<file path="src/hw/rtl/clipped_sprite_blitter_defines.svh">
// Assertion helpers shared by the blitter RTL.
`ifndef CLIPPED_SPRITE_BLITTER_DEFINES_SVH
`define CLIPPED_SPRITE_BLITTER_DEFINES_SVH

// Same-cycle implication, checked out of reset.
`define CSB_ASSERT_IMP(label, ante, cons, msg) \
	label: assert property (@(posedge clk) disable iff (!arst_n) (ante) |-> (cons)) \
		else $error(msg);

// Next-cycle implication, checked out of reset.
`define CSB_ASSERT_NXT(label, ante, cons, msg) \
	label: assert property (@(posedge clk) disable iff (!arst_n) (ante) |=> (cons)) \
		else $error(msg);

`endif

</file>
<file path="src/hw/rtl/csb_pkg.sv">
package csb_pkg;

	localparam int MAX_DIM  = 2048;
	localparam int DIM_W    = $clog2(MAX_DIM) + 1;
	localparam int COORD_W  = 11;
	localparam int DRAW_W   = 13;
	localparam int PCT_W    = 7;
	localparam int PIX_W    = 32;
	localparam int KEY_W    = 24;
	localparam int CFG_IDX_W  = 3;
	localparam int CFG_DATA_W = 24;
	// sprite_width * percent, saturated percent keeps this below 2^(DIM_W+PCT_W)
	localparam int AREA_W   = DIM_W + PCT_W;

	localparam logic [PIX_W-1:0] KEY_MASK = 32'h00ff_ffff;
	localparam logic [PIX_W-1:0] LOW_HALF = 32'h0000_7f7f;
	localparam logic [PIX_W-1:0] RED_MASK = 32'h00ff_0000;
	localparam logic [PIX_W-1:0] ALL_HALF = 32'h007f_7f7f;
	localparam logic [PCT_W-1:0] FULL_PCT = 7'd100;

	typedef enum logic [CFG_IDX_W-1:0] {
		REG_COLOR_KEY     = 3'd0,
		REG_DRAW_STYLE    = 3'd1,
		REG_SPRITE_WIDTH  = 3'd2,
		REG_SPRITE_HEIGHT = 3'd3,
		REG_ANCHOR_X      = 3'd4,
		REG_ANCHOR_Y      = 3'd5,
		REG_DEST_WIDTH    = 3'd6,
		REG_DEST_HEIGHT   = 3'd7
	} reg_idx_t;

	typedef enum logic [1:0] {
		STYLE_COPY = 2'd0,
		STYLE_KEY  = 2'd1,
		STYLE_RED  = 2'd2,
		STYLE_HALF = 2'd3
	} style_t;

	typedef struct packed {
		logic [KEY_W-1:0]   color_key;
		style_t             draw_style;
		logic [DIM_W-1:0]   sprite_width;
		logic [DIM_W-1:0]   sprite_height;
		logic [COORD_W-1:0] anchor_x;
		logic [COORD_W-1:0] anchor_y;
		logic [DIM_W-1:0]   dest_width;
		logic [DIM_W-1:0]   dest_height;
	} cfg_t;

	typedef struct packed {
		logic               in_rect;
		logic               last;
		logic [COORD_W-1:0] x;
		logic [COORD_W-1:0] y;
	} pos_t;

	function automatic logic [DIM_W-1:0] clamp_dim(input logic [DIM_W-1:0] v);
		logic [DIM_W-1:0] r;
		r = v;
		if (v == '0)
			r = DIM_W'(1);
		else if (v > DIM_W'(MAX_DIM))
			r = DIM_W'(MAX_DIM);
		return r;
	endfunction

endpackage

</file>
<file path="src/hw/rtl/csb_cfg.sv">
module csb_cfg (
	input  logic                            clk,
	input  logic                            arst_n,
	input  logic                            cfg_valid,
	output logic                            cfg_ready,
	input  logic [csb_pkg::CFG_IDX_W-1:0]   cfg_index,
	input  logic [csb_pkg::CFG_DATA_W-1:0]  cfg_data,
	output csb_pkg::cfg_t                   cfg
);

	csb_pkg::cfg_t cfg_q;

	assign cfg_ready = 1'b1;
	assign cfg       = cfg_q;

	always_ff @(posedge clk or negedge arst_n) begin
		if (!arst_n) begin
			cfg_q.color_key     <= '0;
			cfg_q.draw_style    <= csb_pkg::STYLE_KEY;
			cfg_q.sprite_width  <= csb_pkg::DIM_W'(1);
			cfg_q.sprite_height <= csb_pkg::DIM_W'(1);
			cfg_q.anchor_x      <= '0;
			cfg_q.anchor_y      <= '0;
			cfg_q.dest_width    <= csb_pkg::DIM_W'(640);
			cfg_q.dest_height   <= csb_pkg::DIM_W'(480);
		end else if (cfg_valid) begin
			unique case (csb_pkg::reg_idx_t'(cfg_index))
				csb_pkg::REG_COLOR_KEY: begin
					cfg_q.color_key <= cfg_data[csb_pkg::KEY_W-1:0];
				end
				csb_pkg::REG_DRAW_STYLE: begin
					cfg_q.draw_style <= csb_pkg::style_t'(cfg_data[1:0]);
				end
				csb_pkg::REG_SPRITE_WIDTH: begin
					cfg_q.sprite_width <= cfg_data[csb_pkg::DIM_W-1:0];
				end
				csb_pkg::REG_SPRITE_HEIGHT: begin
					cfg_q.sprite_height <= cfg_data[csb_pkg::DIM_W-1:0];
				end
				csb_pkg::REG_ANCHOR_X: begin
					cfg_q.anchor_x <= cfg_data[csb_pkg::COORD_W-1:0];
				end
				csb_pkg::REG_ANCHOR_Y: begin
					cfg_q.anchor_y <= cfg_data[csb_pkg::COORD_W-1:0];
				end
				csb_pkg::REG_DEST_WIDTH: begin
					cfg_q.dest_width <= cfg_data[csb_pkg::DIM_W-1:0];
				end
				csb_pkg::REG_DEST_HEIGHT: begin
					cfg_q.dest_height <= cfg_data[csb_pkg::DIM_W-1:0];
				end
				default: begin
				end
			endcase
		end
	end

endmodule

</file>
<file path="src/hw/rtl/csb_shade.sv">
module csb_shade (
	input  csb_pkg::cfg_t                cfg,
	input  logic [csb_pkg::PIX_W-1:0]    pixel,
	output logic                         keyed,
	output logic [csb_pkg::PIX_W-1:0]    shaded
);

	logic key_hit;

	assign key_hit = (pixel & csb_pkg::KEY_MASK) == {8'h00, cfg.color_key};

	always_comb begin
		keyed  = key_hit;
		shaded = pixel;
		unique case (cfg.draw_style)
			csb_pkg::STYLE_COPY: begin
				keyed  = 1'b0;
				shaded = pixel;
			end
			csb_pkg::STYLE_KEY: begin
				shaded = pixel;
			end
			csb_pkg::STYLE_RED: begin
				shaded = ((pixel >> 1) & csb_pkg::LOW_HALF) | (pixel & csb_pkg::RED_MASK);
			end
			csb_pkg::STYLE_HALF: begin
				shaded = (pixel >> 1) & csb_pkg::ALL_HALF;
			end
			default: begin
			end
		endcase
	end

endmodule

</file>
<file path="src/hw/rtl/csb_walk.sv">
module csb_walk (
	input  logic                            clk,
	input  logic                            arst_n,
	input  csb_pkg::cfg_t                   cfg,
	input  logic                            advance,
	input  logic                            first,
	input  logic [csb_pkg::DRAW_W-1:0]      draw_x,
	input  logic [csb_pkg::DRAW_W-1:0]      draw_y,
	input  logic [csb_pkg::PCT_W-1:0]       width_percent,
	output csb_pkg::pos_t                   pos
);

	localparam int DW  = csb_pkg::DRAW_W;
	localparam int DMW = csb_pkg::DIM_W;
	localparam int AW  = csb_pkg::AREA_W;

	// state: origin, visible area (width * percent, compared against 100 * (col+1))
	logic [DW-1:0]  origin_x_q, origin_y_q;
	logic [AW-1:0]  area_q;
	logic [DMW-1:0] col_q, row_q;

	logic [DMW-1:0] sw, sh, dw, dh;
	logic [csb_pkg::PCT_W-1:0] pct;
	logic [DW:0]    diff_x, diff_y;
	logic [DW-1:0]  ox, oy, new_ox, new_oy;
	logic [AW-1:0]  area, new_area;
	logic [DMW-1:0] col, row, col_inc, row_inc;
	logic [DW:0]    dx, dy;
	logic [AW-1:0]  col_lim;
	logic           active, vis, in_x, in_y;

	assign sw = csb_pkg::clamp_dim(cfg.sprite_width);
	assign sh = csb_pkg::clamp_dim(cfg.sprite_height);
	assign dw = csb_pkg::clamp_dim(cfg.dest_width);
	assign dh = csb_pkg::clamp_dim(cfg.dest_height);

	assign pct = (width_percent > csb_pkg::FULL_PCT) ? csb_pkg::FULL_PCT : width_percent;

	// draw minus anchor; only the low side can run past -4096
	assign diff_x = {draw_x[DW-1], draw_x} - {{(DW+1-csb_pkg::COORD_W){1'b0}}, cfg.anchor_x};
	assign diff_y = {draw_y[DW-1], draw_y} - {{(DW+1-csb_pkg::COORD_W){1'b0}}, cfg.anchor_y};
	assign new_ox = (diff_x[DW] && !diff_x[DW-1]) ? {1'b1, {(DW-1){1'b0}}} : diff_x[DW-1:0];
	assign new_oy = (diff_y[DW] && !diff_y[DW-1]) ? {1'b1, {(DW-1){1'b0}}} : diff_y[DW-1:0];
	assign new_area = {{(AW-DMW){1'b0}}, sw} * {{(AW-csb_pkg::PCT_W){1'b0}}, pct};

	assign ox   = first ? new_ox   : origin_x_q;
	assign oy   = first ? new_oy   : origin_y_q;
	assign area = first ? new_area : area_q;
	assign col  = first ? '0 : col_q;
	assign row  = first ? '0 : row_q;

	assign col_inc = col + DMW'(1);
	assign row_inc = row + DMW'(1);

	assign active = (row < sh) && (col < sw);

	// col < area/100  <=>  100*(col+1) <= area
	assign col_lim = ({{(AW-DMW){1'b0}}, col_inc} << 6) + ({{(AW-DMW){1'b0}}, col_inc} << 5)
		+ ({{(AW-DMW){1'b0}}, col_inc} << 2);
	assign vis = col_lim <= area;

	assign dx = {ox[DW-1], ox} + {{(DW+1-DMW){1'b0}}, col};
	assign dy = {oy[DW-1], oy} + {{(DW+1-DMW){1'b0}}, row};
	assign in_x = !dx[DW] && (dx[DW-1:0] < {{(DW-DMW){1'b0}}, dw});
	assign in_y = !dy[DW] && (dy[DW-1:0] < {{(DW-DMW){1'b0}}, dh});

	assign pos.in_rect = active && vis && in_x && in_y;
	assign pos.last    = active && (col_inc == sw) && (row_inc == sh);
	assign pos.x       = dx[csb_pkg::COORD_W-1:0];
	assign pos.y       = dy[csb_pkg::COORD_W-1:0];

	always_ff @(posedge clk or negedge arst_n) begin
		if (!arst_n) begin
			origin_x_q <= '0;
			origin_y_q <= '0;
			area_q     <= '0;
			col_q      <= '0;
			row_q      <= '0;
		end else if (advance) begin
			if (first) begin
				origin_x_q <= new_ox;
				origin_y_q <= new_oy;
				area_q     <= new_area;
				col_q      <= '0;
				row_q      <= '0;
			end
			if (active) begin
				if (col_inc >= sw) begin
					row_q <= row_inc;
					col_q <= (row_inc >= sh) ? sw : '0;
				end else begin
					col_q <= col_inc;
				end
			end
		end
	end

endmodule

</file>
<file path="src/hw/rtl/clipped_sprite_blitter.sv">
// Clipped sprite blitter. Sprite pixels stream in raster order, one word per
// clock while in_stall is low; every accepted pixel yields exactly one result
// word, in order; it passes the input register, is presented on the outputs
// from the result register, taken when not stalled. A word with first
// set latches origin = draw position - anchor (saturated at -4096) and the
// visible width sprite_width * min(width_percent, 100) / 100, and restarts the
// column/row walk. A pixel is written (write_enable) when it lies inside the
// destination rectangle, its column is below the visible width and it is not
// the color key (styles 1-3). Styles: 0 copy, 1 color key, 2 halve green and
// blue keeping red, 3 halve all colors. Unwritten results carry zero
// coordinates and pixel; last marks the final sprite pixel, and pixels past
// the sprite end are not written until the next first. Sizes are clamped to
// 1..2048. Sustained rate is one pixel per clock when out_stall is low, set
// by the column/row counter update in the compute stage. The input register
// and the output register each hold one word, so in_stall rises only when
// both are full and out_stall is high. Configuration writes are taken every
// cycle (cfg_ready is tied high) and must only happen while the pipe is empty.
`include "clipped_sprite_blitter_defines.svh"

module clipped_sprite_blitter (
	input  logic                            clk,
	input  logic                            arst_n,
	// configuration write channel
	input  logic                            cfg_valid,
	output logic                            cfg_ready,
	input  logic [csb_pkg::CFG_IDX_W-1:0]   cfg_index,
	input  logic [csb_pkg::CFG_DATA_W-1:0]  cfg_data,
	// pixel input
	input  logic                            in_valid,
	output logic                            in_stall,
	input  logic [csb_pkg::PIX_W-1:0]       pixel,
	input  logic                            first,
	input  logic signed [csb_pkg::DRAW_W-1:0] draw_x,
	input  logic signed [csb_pkg::DRAW_W-1:0] draw_y,
	input  logic [csb_pkg::PCT_W-1:0]       width_percent,
	// result output
	output logic                            out_valid,
	input  logic                            out_stall,
	output logic                            write_enable,
	output logic [csb_pkg::COORD_W-1:0]     dest_x,
	output logic [csb_pkg::COORD_W-1:0]     dest_y,
	output logic [csb_pkg::PIX_W-1:0]       out_pixel,
	output logic                            last
);

	csb_pkg::cfg_t cfg;
	csb_pkg::pos_t pos;

	// input register
	logic                           valid_s1;
	logic [csb_pkg::PIX_W-1:0]      pixel_s1;
	logic                           first_s1;
	logic [csb_pkg::DRAW_W-1:0]     draw_x_s1, draw_y_s1;
	logic [csb_pkg::PCT_W-1:0]      pct_s1;

	// result register
	logic                           valid_s2;
	logic                           we_s2;
	logic [csb_pkg::COORD_W-1:0]    x_s2, y_s2;
	logic [csb_pkg::PIX_W-1:0]      pix_s2;
	logic                           last_s2;

	logic                           advance, load_s1, keyed, we;
	logic [csb_pkg::PIX_W-1:0]      shaded;

	// stage 1 moves on whenever the result register is free or being drained
	assign advance  = valid_s1 && (!valid_s2 || !out_stall);
	assign load_s1  = !valid_s1 || advance;
	assign in_stall = !load_s1;

	csb_cfg u_cfg (
		.clk       (clk),
		.arst_n    (arst_n),
		.cfg_valid (cfg_valid),
		.cfg_ready (cfg_ready),
		.cfg_index (cfg_index),
		.cfg_data  (cfg_data),
		.cfg       (cfg)
	);

	csb_walk u_walk (
		.clk           (clk),
		.arst_n        (arst_n),
		.cfg           (cfg),
		.advance       (advance),
		.first         (first_s1),
		.draw_x        (draw_x_s1),
		.draw_y        (draw_y_s1),
		.width_percent (pct_s1),
		.pos           (pos)
	);

	csb_shade u_shade (
		.cfg    (cfg),
		.pixel  (pixel_s1),
		.keyed  (keyed),
		.shaded (shaded)
	);

	assign we = pos.in_rect && !keyed;

	always_ff @(posedge clk or negedge arst_n) begin
		if (!arst_n) begin
			valid_s1 <= 1'b0;
		end else if (load_s1) begin
			valid_s1 <= in_valid;
		end
	end

	always_ff @(posedge clk) begin
		if (load_s1 && in_valid) begin
			pixel_s1  <= pixel;
			first_s1  <= first;
			draw_x_s1 <= draw_x;
			draw_y_s1 <= draw_y;
			pct_s1    <= width_percent;
		end
	end

	always_ff @(posedge clk or negedge arst_n) begin
		if (!arst_n) begin
			valid_s2 <= 1'b0;
		end else if (advance) begin
			valid_s2 <= 1'b1;
		end else if (!out_stall) begin
			valid_s2 <= 1'b0;
		end
	end

	// unwritten pixels report zero position and data
	always_ff @(posedge clk) begin
		if (advance) begin
			we_s2   <= we;
			x_s2    <= we ? pos.x : '0;
			y_s2    <= we ? pos.y : '0;
			pix_s2  <= we ? shaded : '0;
			last_s2 <= pos.last;
		end
	end

	assign out_valid    = valid_s2;
	assign write_enable = we_s2;
	assign dest_x       = x_s2;
	assign dest_y       = y_s2;
	assign out_pixel    = pix_s2;
	assign last         = last_s2;

	`CSB_ASSERT_IMP(a_stall_only_when_full, in_stall, valid_s1 && valid_s2 && out_stall, "input stalled while pipe has room")
	`CSB_ASSERT_NXT(a_s1_drains, valid_s1 && !out_stall, out_valid, "stage 1 word did not reach output")
	`CSB_ASSERT_IMP(a_nowrite_zero, out_valid && !write_enable, dest_x == '0 && dest_y == '0 && out_pixel == '0, "unwritten result not zeroed")

endmodule
</file>
<file path="config.mk">
export PLATFORM = sky130hd
export DESIGN_NAME = clipped_sprite_blitter
export DESIGN_NICKNAME = d
export VERILOG_FILES = /design/src/hw/rtl/csb_pkg.sv /design/src/hw/rtl/csb_cfg.sv /design/src/hw/rtl/csb_shade.sv /design/src/hw/rtl/csb_walk.sv /design/src/hw/rtl/clipped_sprite_blitter.sv
export VERILOG_INCLUDE_DIRS = /design/src /design/src/hw/rtl
export SDC_FILE = /design/constraint.sdc
export NUM_CORES = 1
export LEC_CHECK = 0
export ABC_AREA = 1
export BUFFER_PORTS_ARGS = -buffer_cell sky130_fd_sc_hd__buf_2
export CORE_MARGIN = 8
export CORE_UTILIZATION = 49
export CTS_CLUSTER_SIZE = 30
export DETAILED_ROUTE_END_ITERATION = 6
export GPL_TIMING_DRIVEN = 0
export PLACE_DENSITY = 0.7
export SLEW_MARGIN = 30
export SYNTH_ARGS = -nofsm -noshare
export SYNTH_HDL_FRONTEND = slang
export SYNTH_SLANG_ARGS = --single-unit
</file>
<file path="constraint.sdc">
create_clock -name clk -period 6 [get_ports clk]
set_input_delay 0.9 -clock clk [delete_from_list [all_inputs] [get_ports clk]]
set_output_delay 0.9 -clock clk [all_outputs]
set_load 0.05 [all_outputs]
</file>
==> summary.md <==
| Metric | Value |
|---|---|
| Fillers | `3507` |
| Buf+Inv Stages, Crit Path | `9` |
| Syn nets | `2754` |
| First-pass GRT wire length | `95.6 mm` |
| Setup Skew | `0.0173 ns` |
| DIE HEIGHT | `219 µm` |
| Cell count of the worst reg-to-reg path | `41` |
| Syn_area_per_cell | `8.42 µm²` |
| ANT cells | `0` |
| CTS root buf | `clkbuf_16` |
| Ys flop type | `dfrtp_1` |
| Commonest cells in the netlist | `nand2_1 (510), inv_1 (366), o21ai_0 (213)` |
| Syn Inst Count | `2407` |
| Vias in the first global route | `17916` |
| I/O Buffers | `155` |
| Layout area overhead | `20.6%` |
| Sequential share of power | `26.5%` |
| Final ANT Viol Nets | `0` |
| Slew @ Worst Pin | `0.772 ns` |
| DIE AREA | `0.0481 mm²` |
| Critical Path Sink Type | `flop` |
| WL/cell | `18.6 µm` |
| Distinct cells, synth | `58` |
| Layout Utilization | `59.8%` |
| Setup CP Type | `reg2reg` |
| CTS Buf Count | `34` |
| Worst Path Required | `6.39 ns` |
| Final wirelength | `60.3 mm` |
| Psw | `4.41 mW` |
| Multi-input gate area | `0.0114 mm²` |
| RSZ-0062 raised after global routing | `yes` |
| # H-tree levels | `2` |
| GRT Residual Overflow | `0` |
| Critical Path AT | `7.62 ns` |
| Die extent in x | `219 µm` |
| Synth top area share | `19.5%` |
| Initial Utilization | `49.6%` |
| Slew headroom | `48.5%` |
| DRC Markers | `0` |
| Status | `complete, but fails checks` |
| CTS tree | `yes` |
| Pre-CTS WS | `-1.80 ns` |
| Fin. Hold Viols | `0` |
| Vias per cell | `5.46` |
| Count leader, synth | `nand2_1` |
| Tmin final | `7.23 ns` |
| Worst Path Max Fanout | `6` |
| Post-Synthesis Cell Area | `0.0203 mm²` |
| Core Area | `0.0408 mm²` |
| Power per cell area | `411 mW/mm²` |
| Worst-Skew Late Latency | `0.54 ns` |
| Clock sinks | `289` |
| Combinational power share | `52.4%` |
| Reg area | `0.00785 mm²` |
| Yosys Warn Count | `0` |
| CP max stage delay | `0.51 ns` |
| Final Max Tran Viols | `0` |
| EDFF count, synth | `122` |
| Synth Register Bits | `289` |
| Yosys top cell by area | `dfrtp_1` |
| Ports | `157` |
| Max_cap viols | `0` |
| Static Leakage | `11.9 nW` |
| Total Routing Usage GR | `25.0%` |
| Period utilisation layout | `120%` |
| Via count | `17652` |
| Reg clk slew, reported paths | `0.06 ns` |
| Max VDD drop | `0.000269 V` |
| Hold Path Class | `in2async` |
| Post-route worst setup slack | `-1.23 ns` |
| Largest net degree at the start of global routing | `76` |
| Drt first pass iters | `7` |
| Share of cells above drive strength 1 | `19.9%` |
| Fmax | `0.138 GHz` |
| Number of setup violations in the final report | `55` |
| Slowest cell on crit path | `fa_1` |
| Largest delay share family, worst path | `adder cells` |
| CTS Hold Bufs | `0` |
| Ranking of synthesized cells by area | `dfrtp_1 (20%), edfxtp_1 (18%), ha_1 (12%)` |
| Cell internal pwr | `5.63 mW` |
| HPWL after DPL | `45.2 mm` |
| Failing checks | `negative setup slack` |
| Sequential share of the synthesized area | `38.8%` |
| Sw Share | `43.9%` |
| Gpl congestion | `0.947` |
| Row count | `74` |
| Critical path depth | `41` |
| Antenna violations before repair | `2` |
| Ys async rst share | `57.8%` |
| Final nets | `3023` |
| Clock power frac | `21.0%` |
| Crit start category | `flop` |
| Iter 0 DRT Violations | `1403` |
| Clock Path Buffers | `3` |
[logic make-up (layout without fill, tap and decap cells)]
logic type / Yosys count / count (layout) / synth area share [%]
and+or+nand+nor: 907 / 907 / 19.0
buffers and inverters: 433 / 728 / 8.44
AOI/OAI and AO/OA: 430 / 430 / 11.8
DFF: 289 / 289 / 38.8
adders and majority gates: 249 / 249 / 17.6
xor gates and xnor gates: 87 / 87 / 3.76
muxes: 11 / 11 / 0.599
other: 1 / 1 / 0.0185
[path summary, 6_finish.rpt]
kind | from | slack (ns) | to
max in group asynchronous | arst_n | 4.74 | u_walk.origin_y_q[11]$_DFFE_PN0P_
min reg2reg | u_walk.area_q[14]$_DFFE_PN0P_ | 0.48 | u_walk.area_q[14]$_DFFE_PN0P_
min | arst_n | 0.23 | u_walk.origin_x_q[0]$_DFFE_PN0P_
max reg2reg | u_cfg.cfg[64]$_DFFE_PN0P_ | -1.23 | dest_y[5]$_SDFFCE_PN0P_
max | u_cfg.cfg[64]$_DFFE_PN0P_ | -1.23 | dest_y[5]$_SDFFCE_PN0P_
min in group clk | u_walk.area_q[14]$_DFFE_PN0P_ | 0.48 | u_walk.area_q[14]$_DFFE_PN0P_
[flip-flops by register name, indices dropped and copies added, names as in the netlist, 13 cells and up]
name and flops:
u_cfg.cfg 96, out_pixel 32, u_walk.area_q 19, pixel_s1 32
draw_x_s1 13, u_walk.origin_y_q 13, draw_y_s1 13, u_walk.origin_x_q 13
[cells in the final DEF, fill, tap and decap left out, types with 18 or more instances in the layout]
cell type    n
a21oi_1     92
buf_2      161
buf_4       62
clkbuf_1    41
clkbuf_16   37
dfrtp_1    158
edfxtp_1   122
fa_1        60
ha_1       179
inv_1      337
inv_2       25
nand2_1    495
nand3_1     69
nor2_1     160
nor2_2      54
nor2_4      43
nor3_1      18
o211ai_1    25
o21ai_0    202
o22ai_1     38
xnor2_1     25
xor2_1      62
[routing by layer]
layer	GRT usage (%)	vias to the layer above	wire (µm)
met3	3.72	112	4010
li1	-	8418	-
met2	43.0	599	29600
met1	32.4	8519	25200
met4	6.76	4	1480
met5	0	-	25
[power groups by stage]
stage                     sequential (mW)  combinational, mW  clock (mW)
after global placement               2.69               4.42           0
after CTS                            2.66               4.92        2.14
final                                2.66               5.26        2.11
after detailed placement             2.69               4.58           0
after floorplan                      2.76               3.31           0
after global routing                 2.70               5.87        2.21
[repair_timing]
action / in CTS / in global routing
setup buffers: 38 / 32
gates cloned: 4 / 1
pin swaps: 48 / 63
setup endpoints to repair: 55 / 55
gates resized for setup: 89 / 66
[through the flow]
stage / power [mW] / hold WS (ns) / instances / instance area [µm²] / setup TNS, ns
CTS: 9.72 / 0.219 / 3202 / 23900 / -57.01
global placement: 7.11 / 0.455 / 3094 / 21900 / -90.18
global route: 10.8 / 0.226 / 3234 / 24400 / -79.53
detailed placement: 7.28 / 0.461 / 3098 / 22000 / -95.81
floorplan: 6.07 / 0.441 / 2407 / 20500 / -16.74
finish: 10.0 / 0.227 / 3234 / 24400 / -65.72
[layout make-up]
cell class | instances | area share [%]
Multi-Input combinational cell | 1685 | 46.5
Sequential cell | 289 | 32.1
Timing Repair Buffer | 233 | 6.47
Inverter | 375 | 5.97
Clock buffer | 47 | 4.08
Tap cell | 532 | 2.72
Buffer | 57 | 1.42
Clock inverter | 15 | 0.594
Timing Repair inverter | 1 | 0.0461
Power figures use the tool's default switching activity.
